<file path="src/sv/assert_macros.svh">
// Assertion helpers, clocked on clk_i and disabled while rst_ni is low.
`ifndef ASSERT_MACROS_SVH
`define ASSERT_MACROS_SVH

// Property must hold at every clock edge out of reset.
`define CND_ASSERT(lbl, prop, msg) \
  lbl: assert property (@(posedge clk_i) disable iff (!rst_ni) prop) else $error(msg);

// Condition must never be seen at a clock edge out of reset.
`define CND_NEVER(lbl, cond, msg) \
  lbl: assert property (@(posedge clk_i) disable iff (!rst_ni) !(cond)) else $error(msg);

`endif

</file>
<file path="src/sv/cnd_pkg.sv">
package cnd_pkg;

  localparam int unsigned CHAN_W           = 6;
  localparam int unsigned LAYER_IDX_W      = 8;
  localparam int unsigned DEPTH_W          = 9;
  localparam int unsigned NUM_CHANNELS_DEF = 64;
  localparam int unsigned MAX_LAYERS_DEF   = 256;

  // Channel table update issued by the assignment stage
  typedef struct packed {
    logic              en;
    logic              clear;
    logic [CHAN_W-1:0] lo;
    logic [CHAN_W-1:0] hi;
  } cnd_wr_t;

endpackage

</file>
<file path="src/sv/cnd_if.sv">
interface cnd_cmp_if;
  import cnd_pkg::*;

  logic              valid;
  logic              ready;
  logic              start_network;
  logic [CHAN_W-1:0] lo_channel;
  logic [CHAN_W-1:0] hi_channel;

  modport source (output valid, start_network, lo_channel, hi_channel, input ready);
  modport sink   (input valid, start_network, lo_channel, hi_channel, output ready);
endinterface

interface cnd_res_if;
  import cnd_pkg::*;

  logic                   valid;
  logic                   ready;
  logic [LAYER_IDX_W-1:0] layer_index;
  logic [DEPTH_W-1:0]     network_depth;
  logic                   overflow;

  modport source (output valid, layer_index, network_depth, overflow, input ready);
  modport sink   (input valid, layer_index, network_depth, overflow, output ready);
endinterface

</file>
<file path="src/sv/cnd_chan_store.sv">
module cnd_chan_store #(
  parameter int unsigned NUM_CHANNELS = cnd_pkg::NUM_CHANNELS_DEF,
  parameter int unsigned MAX_LAYERS   = cnd_pkg::MAX_LAYERS_DEF,
  localparam int unsigned LW          = $clog2(MAX_LAYERS + 1)
) (
  input  logic                        clk_i,
  input  logic                        rst_ni,
  input  logic                        rd_en_i,
  input  logic [cnd_pkg::CHAN_W-1:0]  rd_lo_i,
  input  logic [cnd_pkg::CHAN_W-1:0]  rd_hi_i,
  input  logic [cnd_pkg::CHAN_W-1:0]  cur_lo_i,
  input  logic [cnd_pkg::CHAN_W-1:0]  cur_hi_i,
  input  cnd_pkg::cnd_wr_t            wr_i,
  input  logic [LW-1:0]               wr_val_i,
  output logic [LW-1:0]               lo_layer_o,
  output logic [LW-1:0]               hi_layer_o
);
  import cnd_pkg::*;

  localparam int unsigned CW = $clog2(NUM_CHANNELS);

  // Two banks, one per write port; lvt_q marks which bank holds the latest value
  logic [LW-1:0] bank0_q [NUM_CHANNELS];
  logic [LW-1:0] bank1_q [NUM_CHANNELS];
  logic [LW-1:0] b0_lo_q, b0_hi_q, b1_lo_q, b1_hi_q;

  logic [NUM_CHANNELS-1:0] valid_q, valid_d;
  logic [NUM_CHANNELS-1:0] lvt_q, lvt_d;

  // Write that landed on the same edge as the read: bypass the stale read data
  logic              fwd_en_q;
  logic [CHAN_W-1:0] fwd_lo_q, fwd_hi_q;
  logic [LW-1:0]     fwd_val_q;

  logic [CW-1:0] lo_idx, hi_idx;
  logic          lo_hit, hi_hit;

  always_ff @(posedge clk_i) begin
    if (wr_i.en) begin
      bank0_q[wr_i.lo[CW-1:0]] <= wr_val_i;
      bank1_q[wr_i.hi[CW-1:0]] <= wr_val_i;
    end
    if (rd_en_i) begin
      b0_lo_q <= bank0_q[rd_lo_i[CW-1:0]];
      b0_hi_q <= bank0_q[rd_hi_i[CW-1:0]];
      b1_lo_q <= bank1_q[rd_lo_i[CW-1:0]];
      b1_hi_q <= bank1_q[rd_hi_i[CW-1:0]];
    end
  end

  always_comb begin
    valid_d = wr_i.clear ? '0 : valid_q;
    lvt_d   = lvt_q;
    if (wr_i.en) begin
      valid_d[wr_i.lo[CW-1:0]] = 1'b1;
      valid_d[wr_i.hi[CW-1:0]] = 1'b1;
      lvt_d[wr_i.lo[CW-1:0]]   = 1'b0;
      lvt_d[wr_i.hi[CW-1:0]]   = 1'b1;
    end
  end

  always_ff @(posedge clk_i or negedge rst_ni) begin
    if (!rst_ni) begin
      valid_q  <= '0;
      lvt_q    <= '0;
      fwd_en_q <= 1'b0;
    end else begin
      valid_q <= valid_d;
      lvt_q   <= lvt_d;
      if (rd_en_i) begin
        fwd_en_q <= wr_i.en;
      end
    end
  end

  always_ff @(posedge clk_i) begin
    if (rd_en_i) begin
      fwd_lo_q  <= wr_i.lo;
      fwd_hi_q  <= wr_i.hi;
      fwd_val_q <= wr_val_i;
    end
  end

  assign lo_idx = cur_lo_i[CW-1:0];
  assign hi_idx = cur_hi_i[CW-1:0];
  assign lo_hit = fwd_en_q && (cur_lo_i == fwd_lo_q || cur_lo_i == fwd_hi_q);
  assign hi_hit = fwd_en_q && (cur_hi_i == fwd_lo_q || cur_hi_i == fwd_hi_q);

  always_comb begin
    if (lo_hit) begin
      lo_layer_o = fwd_val_q;
    end else if (valid_q[lo_idx]) begin
      lo_layer_o = lvt_q[lo_idx] ? b1_lo_q : b0_lo_q;
    end else begin
      lo_layer_o = '0;
    end
  end

  always_comb begin
    if (hi_hit) begin
      hi_layer_o = fwd_val_q;
    end else if (valid_q[hi_idx]) begin
      hi_layer_o = lvt_q[hi_idx] ? b1_hi_q : b0_hi_q;
    end else begin
      hi_layer_o = '0;
    end
  end

endmodule

</file>
<file path="src/sv/cnd_assign.sv">
`include "assert_macros.svh"

module cnd_assign #(
  parameter int unsigned NUM_CHANNELS = cnd_pkg::NUM_CHANNELS_DEF,
  parameter int unsigned MAX_LAYERS   = cnd_pkg::MAX_LAYERS_DEF,
  localparam int unsigned LW          = $clog2(MAX_LAYERS + 1)
) (
  input  logic                            clk_i,
  input  logic                            rst_ni,
  input  logic                            in_valid_i,
  output logic                            in_ready_o,
  input  logic                            in_start_i,
  input  logic [cnd_pkg::CHAN_W-1:0]      in_lo_i,
  input  logic [cnd_pkg::CHAN_W-1:0]      in_hi_i,
  output logic                            accept_o,
  output logic [cnd_pkg::CHAN_W-1:0]      cur_lo_o,
  output logic [cnd_pkg::CHAN_W-1:0]      cur_hi_o,
  input  logic [LW-1:0]                   lo_layer_i,
  input  logic [LW-1:0]                   hi_layer_i,
  output cnd_pkg::cnd_wr_t                wr_o,
  output logic [LW-1:0]                   wr_val_o,
  output logic                            out_valid_o,
  input  logic                            out_ready_i,
  output logic [cnd_pkg::LAYER_IDX_W-1:0] out_layer_o,
  output logic [cnd_pkg::DEPTH_W-1:0]     out_depth_o,
  output logic                            out_overflow_o
);
  import cnd_pkg::*;

  localparam logic [CHAN_W:0] NCH  = (CHAN_W + 1)'(NUM_CHANNELS);
  localparam logic [LW-1:0]   LMAX = LW'(MAX_LAYERS);

  logic              s1_valid_q, s1_start_q;
  logic [CHAN_W-1:0] s1_lo_q, s1_hi_q;
  logic              s1_adv;

  logic [LW-1:0] depth_q, depth_d, base_depth;
  logic [LW-1:0] la, lb, layer, layer_next;
  logic          in_range, ovf, do_wr;

  logic                   out_valid_q;
  logic [LAYER_IDX_W-1:0] out_layer_q;
  logic [DEPTH_W-1:0]     out_depth_q;
  logic                   out_ovf_q;

  assign s1_adv     = s1_valid_q && (!out_valid_q || out_ready_i);
  assign in_ready_o = !s1_valid_q || s1_adv;
  assign accept_o   = in_valid_i && in_ready_o;
  assign cur_lo_o   = s1_lo_q;
  assign cur_hi_o   = s1_hi_q;

  // Start of a new network: treat every channel and the depth as cleared
  always_comb begin
    in_range   = ({1'b0, s1_lo_q} < NCH) && ({1'b0, s1_hi_q} < NCH);
    la         = s1_start_q ? '0 : lo_layer_i;
    lb         = s1_start_q ? '0 : hi_layer_i;
    base_depth = s1_start_q ? '0 : depth_q;
    layer      = (la > lb) ? la : lb;
    ovf        = in_range && (layer >= LMAX);
    do_wr      = in_range && !ovf;
    layer_next = layer + LW'(1);
    depth_d    = (do_wr && (layer_next > base_depth)) ? layer_next : base_depth;
  end

  assign wr_o.en    = s1_adv && do_wr;
  assign wr_o.clear = s1_adv && s1_start_q;
  assign wr_o.lo    = s1_lo_q;
  assign wr_o.hi    = s1_hi_q;
  assign wr_val_o   = layer_next;

  always_ff @(posedge clk_i or negedge rst_ni) begin
    if (!rst_ni) begin
      s1_valid_q  <= 1'b0;
      out_valid_q <= 1'b0;
      depth_q     <= '0;
    end else begin
      if (accept_o) begin
        s1_valid_q <= 1'b1;
      end else if (s1_adv) begin
        s1_valid_q <= 1'b0;
      end
      if (s1_adv) begin
        out_valid_q <= 1'b1;
        depth_q     <= depth_d;
      end else if (out_ready_i) begin
        out_valid_q <= 1'b0;
      end
    end
  end

  always_ff @(posedge clk_i) begin
    if (accept_o) begin
      s1_start_q <= in_start_i;
      s1_lo_q    <= in_lo_i;
      s1_hi_q    <= in_hi_i;
    end
    if (s1_adv) begin
      out_layer_q <= do_wr ? LAYER_IDX_W'(layer) : '0;
      out_depth_q <= DEPTH_W'(depth_d);
      out_ovf_q   <= ovf;
    end
  end

  assign out_valid_o    = out_valid_q;
  assign out_layer_o    = out_layer_q;
  assign out_depth_o    = out_depth_q;
  assign out_overflow_o = out_ovf_q;

  `CND_ASSERT(a_depth_grows, s1_adv && !s1_start_q |=> depth_q >= $past(depth_q), "depth shrank without a new network")
  `CND_NEVER(a_depth_bound, depth_q > LMAX, "depth beyond layer limit")
  `CND_ASSERT(a_stall_cause, !in_ready_o |-> s1_valid_q && out_valid_q && !out_ready_i, "input stalled without a full pipe")
  `CND_ASSERT(a_ovf_no_layer, out_valid_q && out_ovf_q |-> out_layer_q == '0, "overflow result carries a layer")

endmodule

</file>
<file path="src/sv/comparator_network_depth_top.sv">
// Two-stage pipe: stage 1 holds the accepted comparator, the output register its result.
// Throughput: one comparator per cycle while results are taken; the channel read, max and
// write-back close in stage 1, with a bypass of the write that lands on the same edge as the next read.
// Reset: asynchronous, active low; clears pipe valids, network depth and per-channel valid
// bits at once, so the channel table reads as all zero with no clearing pass.
module comparator_network_depth_top #(
  parameter int unsigned NUM_CHANNELS = cnd_pkg::NUM_CHANNELS_DEF,
  parameter int unsigned MAX_LAYERS   = cnd_pkg::MAX_LAYERS_DEF
) (
  input  logic           clk_i,
  input  logic           rst_ni,
  cnd_cmp_if.sink        cmp_i,
  cnd_res_if.source      res_o
);
  import cnd_pkg::*;

  localparam int unsigned LW = $clog2(MAX_LAYERS + 1);

  logic              accept;
  logic [CHAN_W-1:0] cur_lo, cur_hi;
  logic [LW-1:0]     lo_layer, hi_layer, wr_val;
  cnd_wr_t           wr;

  cnd_chan_store #(
    .NUM_CHANNELS (NUM_CHANNELS),
    .MAX_LAYERS   (MAX_LAYERS)
  ) u_store (
    .clk_i      (clk_i),
    .rst_ni     (rst_ni),
    .rd_en_i    (accept),
    .rd_lo_i    (cmp_i.lo_channel),
    .rd_hi_i    (cmp_i.hi_channel),
    .cur_lo_i   (cur_lo),
    .cur_hi_i   (cur_hi),
    .wr_i       (wr),
    .wr_val_i   (wr_val),
    .lo_layer_o (lo_layer),
    .hi_layer_o (hi_layer)
  );

  cnd_assign #(
    .NUM_CHANNELS (NUM_CHANNELS),
    .MAX_LAYERS   (MAX_LAYERS)
  ) u_assign (
    .clk_i          (clk_i),
    .rst_ni         (rst_ni),
    .in_valid_i     (cmp_i.valid),
    .in_ready_o     (cmp_i.ready),
    .in_start_i     (cmp_i.start_network),
    .in_lo_i        (cmp_i.lo_channel),
    .in_hi_i        (cmp_i.hi_channel),
    .accept_o       (accept),
    .cur_lo_o       (cur_lo),
    .cur_hi_o       (cur_hi),
    .lo_layer_i     (lo_layer),
    .hi_layer_i     (hi_layer),
    .wr_o           (wr),
    .wr_val_o       (wr_val),
    .out_valid_o    (res_o.valid),
    .out_ready_i    (res_o.ready),
    .out_layer_o    (res_o.layer_index),
    .out_depth_o    (res_o.network_depth),
    .out_overflow_o (res_o.overflow)
  );

endmodule
</file>
<file path="src/flat_wrapper.sv">
// flat-port wrapper written by rule: the top's interface ports become plain ports
module comparator_network_depth_top_flat import cnd_pkg::*;
#(
  parameter int unsigned NUM_CHANNELS = cnd_pkg::NUM_CHANNELS_DEF,
  parameter int unsigned MAX_LAYERS   = cnd_pkg::MAX_LAYERS_DEF
)
  (clk_i, rst_ni, cmp_i_valid, cmp_i_start_network, cmp_i_lo_channel, cmp_i_hi_channel, cmp_i_ready, res_o_valid, res_o_layer_index, res_o_network_depth, res_o_overflow, res_o_ready);
  cnd_cmp_if cmp_i_i ();
  cnd_res_if res_o_i ();
  input  logic clk_i;
  input  logic rst_ni;
  input wire logic [$bits(cmp_i_i.valid)-1:0] cmp_i_valid;
  input wire logic [$bits(cmp_i_i.start_network)-1:0] cmp_i_start_network;
  input wire logic [$bits(cmp_i_i.lo_channel)-1:0] cmp_i_lo_channel;
  input wire logic [$bits(cmp_i_i.hi_channel)-1:0] cmp_i_hi_channel;
  output wire logic [$bits(cmp_i_i.ready)-1:0] cmp_i_ready;
  output wire logic [$bits(res_o_i.valid)-1:0] res_o_valid;
  output wire logic [$bits(res_o_i.layer_index)-1:0] res_o_layer_index;
  output wire logic [$bits(res_o_i.network_depth)-1:0] res_o_network_depth;
  output wire logic [$bits(res_o_i.overflow)-1:0] res_o_overflow;
  input wire logic [$bits(res_o_i.ready)-1:0] res_o_ready;
  assign cmp_i_i.valid = cmp_i_valid;
  assign cmp_i_i.start_network = cmp_i_start_network;
  assign cmp_i_i.lo_channel = cmp_i_lo_channel;
  assign cmp_i_i.hi_channel = cmp_i_hi_channel;
  assign cmp_i_ready = cmp_i_i.ready;
  assign res_o_valid = res_o_i.valid;
  assign res_o_layer_index = res_o_i.layer_index;
  assign res_o_network_depth = res_o_i.network_depth;
  assign res_o_overflow = res_o_i.overflow;
  assign res_o_i.ready = res_o_ready;
  comparator_network_depth_top #(.NUM_CHANNELS(NUM_CHANNELS), .MAX_LAYERS(MAX_LAYERS)) u_core (.clk_i(clk_i), .rst_ni(rst_ni), .cmp_i(cmp_i_i), .res_o(res_o_i));
endmodule
</file>
<file path="config.mk">
export PLATFORM = sky130hd
export DESIGN_NAME = comparator_network_depth_top_flat
export DESIGN_NICKNAME = d
export VERILOG_FILES = /design/src/sv/cnd_pkg.sv /design/src/sv/cnd_if.sv /design/src/sv/cnd_chan_store.sv /design/src/sv/cnd_assign.sv /design/src/sv/comparator_network_depth_top.sv /design/src/flat_wrapper.sv
export VERILOG_INCLUDE_DIRS = /design/src /design/src/sv
export SDC_FILE = /design/constraint.sdc
export NUM_CORES = 2
export LEC_CHECK = 0
export BUFFER_PORTS_ARGS = -buffer_cell sky130_fd_sc_hd__buf_2
export CAP_MARGIN = 30
export CORE_ASPECT_RATIO = 1.75
export CORE_MARGIN = 2
export CORE_UTILIZATION = 35
export CTS_CLUSTER_DIAMETER = 100
export DETAILED_ROUTE_END_ITERATION = 16
export GPL_TIMING_DRIVEN = 0
export SYNTH_ARGS = -nofsm -noshare
export SYNTH_HDL_FRONTEND = slang
export SYNTH_SLANG_ARGS = --single-unit
</file>
<file path="constraint.sdc">
create_clock -name clk_i -period 15.18 [get_ports clk_i]
set_input_delay 3.036 -clock clk_i [delete_from_list [all_inputs] [get_ports clk_i]]
set_output_delay 3.036 -clock clk_i [all_outputs]
set_load 0.1 [all_outputs]
</file>
==> flow_summary_export.csv <==
group,metric,value,unit
status,status,"complete, no violations",
setup_path,crit_slowest_cell,"a2111oi_2",
setup_path,critPathRequiredTime,15.82,ns
sta,finalCritPeriodShare,67.45,%
detailed_routing,drc,0,
detailed_routing,post_drt_via_cell_ratio,6.217,
synthesis,synth_warnings,0,
setup_path,crit_type,"flop to flop",
synthesis,synth_area_leaders,"edfxtp_1 57%, mux4_2 27%, dfrtp_1 5.4%",
synthesis,ys_seq_area_share,62.64,%
place,placed_area,71780,sq um
place,dp_hpwl,177.7,mm
sta,post-route-min-period,10.24,ns
clocking,cts-resized-gates,0,
synthesis,synth_cell_types,78,
synthesis,synth.most_common_cell,"edfxtp_1",
sta,drv_slew,0,
synthesis,syn_area,65030,sq um
clocking,hold_buffers,0,
floorplan,fp.dieW,329.9,microns
detailed_routing,firstDrtPassIters,6,
setup_path,path_delay_family,"compound AO/OA/AOI/OAI gates",
clocking,clock_latency,0.79,ns
sta,finalHoldViolCount,0,
power,power_per_cell_area,137.3,nW/um^2
finish,final_cell_count_no_fill,6225,
setup_path,critical_path.max_stage_delay,0.98,ns
detailed_routing,drtIter0Drc,4390,
synthesis,syn-num-nets,3296,
setup_path,startpoint_type,"flop",
sta,fmax,0.09767,GHz
detailed_routing,wl,233.3,mm
floorplan,io_pins,37,
power,vdd_ir_drop_max,0.1148,mV
clocking,clockRootBuffer,"clkbuf_16",
floorplan,core-area,184900,sq um
clocking,post_cts_buffers,0,
sta,worst_slew_margin_rel,23.87,%
synthesis,yosys.area.top_type,"edfxtp_1",
synthesis,synth_edf_count,1240,
clocking,htree_levels,3,
sta,setup_violations,0,
floorplan,initial_core_util,35.18,%
synthesis,ys_ff_latch,1380,
detailed_routing,ant_nets,0,
place,dp_cells,5959,
run,maxCapViolCount,0,
finish,nets,3700,
detailed_routing,wl_per_cell,37.48,microns
global_routing,grt_pass1_wl,318.7,mm
synthesis,synth_cells,3260,
place,place_congestion,0.9746,
clocking,cts_tree,"done",
finish,post-route-util,41.19,%
setup_path,cp.arrival,10.88,ns
sta,rsz0062_at_grt,"no",
synthesis,netlist.area_leader.share,57.25,%
detailed_routing,num_vias,38700,
setup_path,cp_common_cell,"o21a_1",
clocking,clk_path_buf_depth,3,
power,p_leak,25.13,nW
clocking,cts_buffers,120,
setup_path,crit_buf_inv,6,
clocking,clk_pin_slew_worst_paths,0.07,ns
synthesis,async_flop_share,10.14,%
clocking,cts_sinks,1380,
setup_path,end_kind,"flop",
place,io_buffers,36,
global_routing,grt_max_degree,92,
sta,whs,0.4477,ns
synthesis,yosys-top-cells-count,"1,240 x edfxtp_1, 778 x mux4_2, 158 x nor2_1",
global_routing,antenna_found_initial,29,
sta,tightestPinTransition,1.140,ns
finish,final_area,76160,sq um
global_routing,grt_overflow,0,
synthesis,syn_avg_cell_area,19.95,sq um
synthesis,ys.flop_type,"edfxtp_1",
floorplan,die_area,189400,sq um
worst_hold_path,worstHoldPathType,"flop to flop",
floorplan,die_height,574.2,microns
setup_path,crit_path_max_fanout,67,
finish,syn2layout_area_growth,17.11,%
floorplan,rows,209,
global_routing,gr-usage-all-layers,24.61,%
finish,drive_gt1_share,38.20,%
sta,fin_setup_tns,0,ns
global_routing,grt_pass1_vias,39810,
sta,finClkSkew,0.05966,ns
-- placed cells by master, fill, tap and decap left out, drive strengths merged, types with 4 or more instances in the layout --
master,instances
nand4,6
a211oi,6
a22o,11
o221ai,8
nand2b,13
diode,32
clkbuf,291
nor2,158
mux4,793
a2bb2oi,5
mux2,26
inv,26
dfrtp,140
nor2b,21
nand2,60
nand3,23
nor3b,5
xnor2,30
edfxtp,1240
nor3,14
a21oi,19
ha,19
buf,395
or3,17
o21ai,134
clkinvlp,8
clkinv,64
a22oi,7
mux2i,40
o211ai,5
o31ai,7
and2,4
nand3b,6
bufinv,18
o21a,10
a211o,66
a2111oi,4
a21o,4
o22ai,20
-- through the flow --
step / setup WS, ns / power [mW]
after global placement: -11.37 / 7.135
after floorplan: 1.033 / 6.174
final: 4.942 / 10.46
after global routing: 4.503 / 10.72
after detailed placement: 5.033 / 7.215
after CTS: 5.011 / 10.46
-- cell families after synthesis --
logic type / Yosys count / share of synthesized area (%)
AO/OA/AOI/OAI: 328 / 3.448
multiplexers: 859 / 28.61
buffers and inverters: 295 / 1.972
AND/OR/NAND/NOR: 348 / 2.532
flip-flops: 1380 / 62.64
adder cells (fa/ha/maj): 19 / 0.3655
XOR/XNOR: 31 / 0.4290
-- state kept, by name (all words and copies together), names as in the netlist, 6 cells and up --
signal	flops
u_core.u_assign.cur_hi_o	6
u_core.u_assign.cur_lo_o	6
u_core.u_assign.depth_q	9
u_core.u_assign.out_depth_o	9
u_core.u_assign.out_layer_o	8
u_core.u_store.b0_hi_q	9
u_core.u_store.b0_lo_q	9
u_core.u_store.b1_hi_q	9
u_core.u_store.b1_lo_q	9
u_core.u_store.bank0_q	576
u_core.u_store.bank1_q	576
u_core.u_store.fwd_hi_q	6
u_core.u_store.fwd_lo_q	6
u_core.u_store.fwd_val_q	9
u_core.u_store.lvt_q	64
u_core.u_store.valid_q	64
-- area by class of cell --
type	count	area, sq um
diodes	32	80.08
plain buffers	269	1195
clock buffers	135	3152
clock inverters	90	1017
fillers	16020	108700
inverters	26	97.59
multi-input cells	1585	23250
flip-flops and latches	1380	40740
well taps	2426	3035
repair buffers	282	3598
-- path summary, 6_finish.rpt --
| kind | from | endpoint | slack (ns) | cells after the start |
|---|---|---|---|---|
| worst min register to register | u_core.u_assign.cur_hi_o[2] | u_core.u_store.fwd_hi_q[2] | 0.45 | 0 |
| max in group asynchronous | rst_ni | u_core.u_store.lvt_q[18] | 11.94 | 2 |
| worst max-delay path | u_core.u_assign.cur_hi_o[2] | u_core.u_assign.depth_q[1] | 4.94 | 34 |
| min in group asynchronous | rst_ni | u_core.u_assign.depth_q[3] | 2.20 | 1 |
| worst min-delay path | u_core.u_assign.cur_hi_o[2] | u_core.u_store.fwd_hi_q[2] | 0.45 | 0 |
| worst max register to register | u_core.u_assign.cur_hi_o[2] | u_core.u_assign.depth_q[1] | 4.94 | 34 |
-- per-layer routing --
metal / GRT usage, % / part of all wire (%) / routed length [microns] / vias up
li1: - / - / - / 14890
met1: 25.94 / 31 / 72640 / 20690
met2: 41.34 / 50 / 116900 / 2341
met3: 4.628 / 7.7 / 18050 / 767
met4: 22.59 / 11 / 25670 / 10
met5: 0 / 0.025 / 59 / -
-- report_power, final --
part | switching, mW | leakage, nW | internal [mW]
Sequential | 0.0776 | 13.2 | 4.83
Clock | 1.49 | 2.05 | 1.81
Combinational | 1.50 | 9.89 | 0.751
No activity file was read; power rests on OpenSTA's default activity.
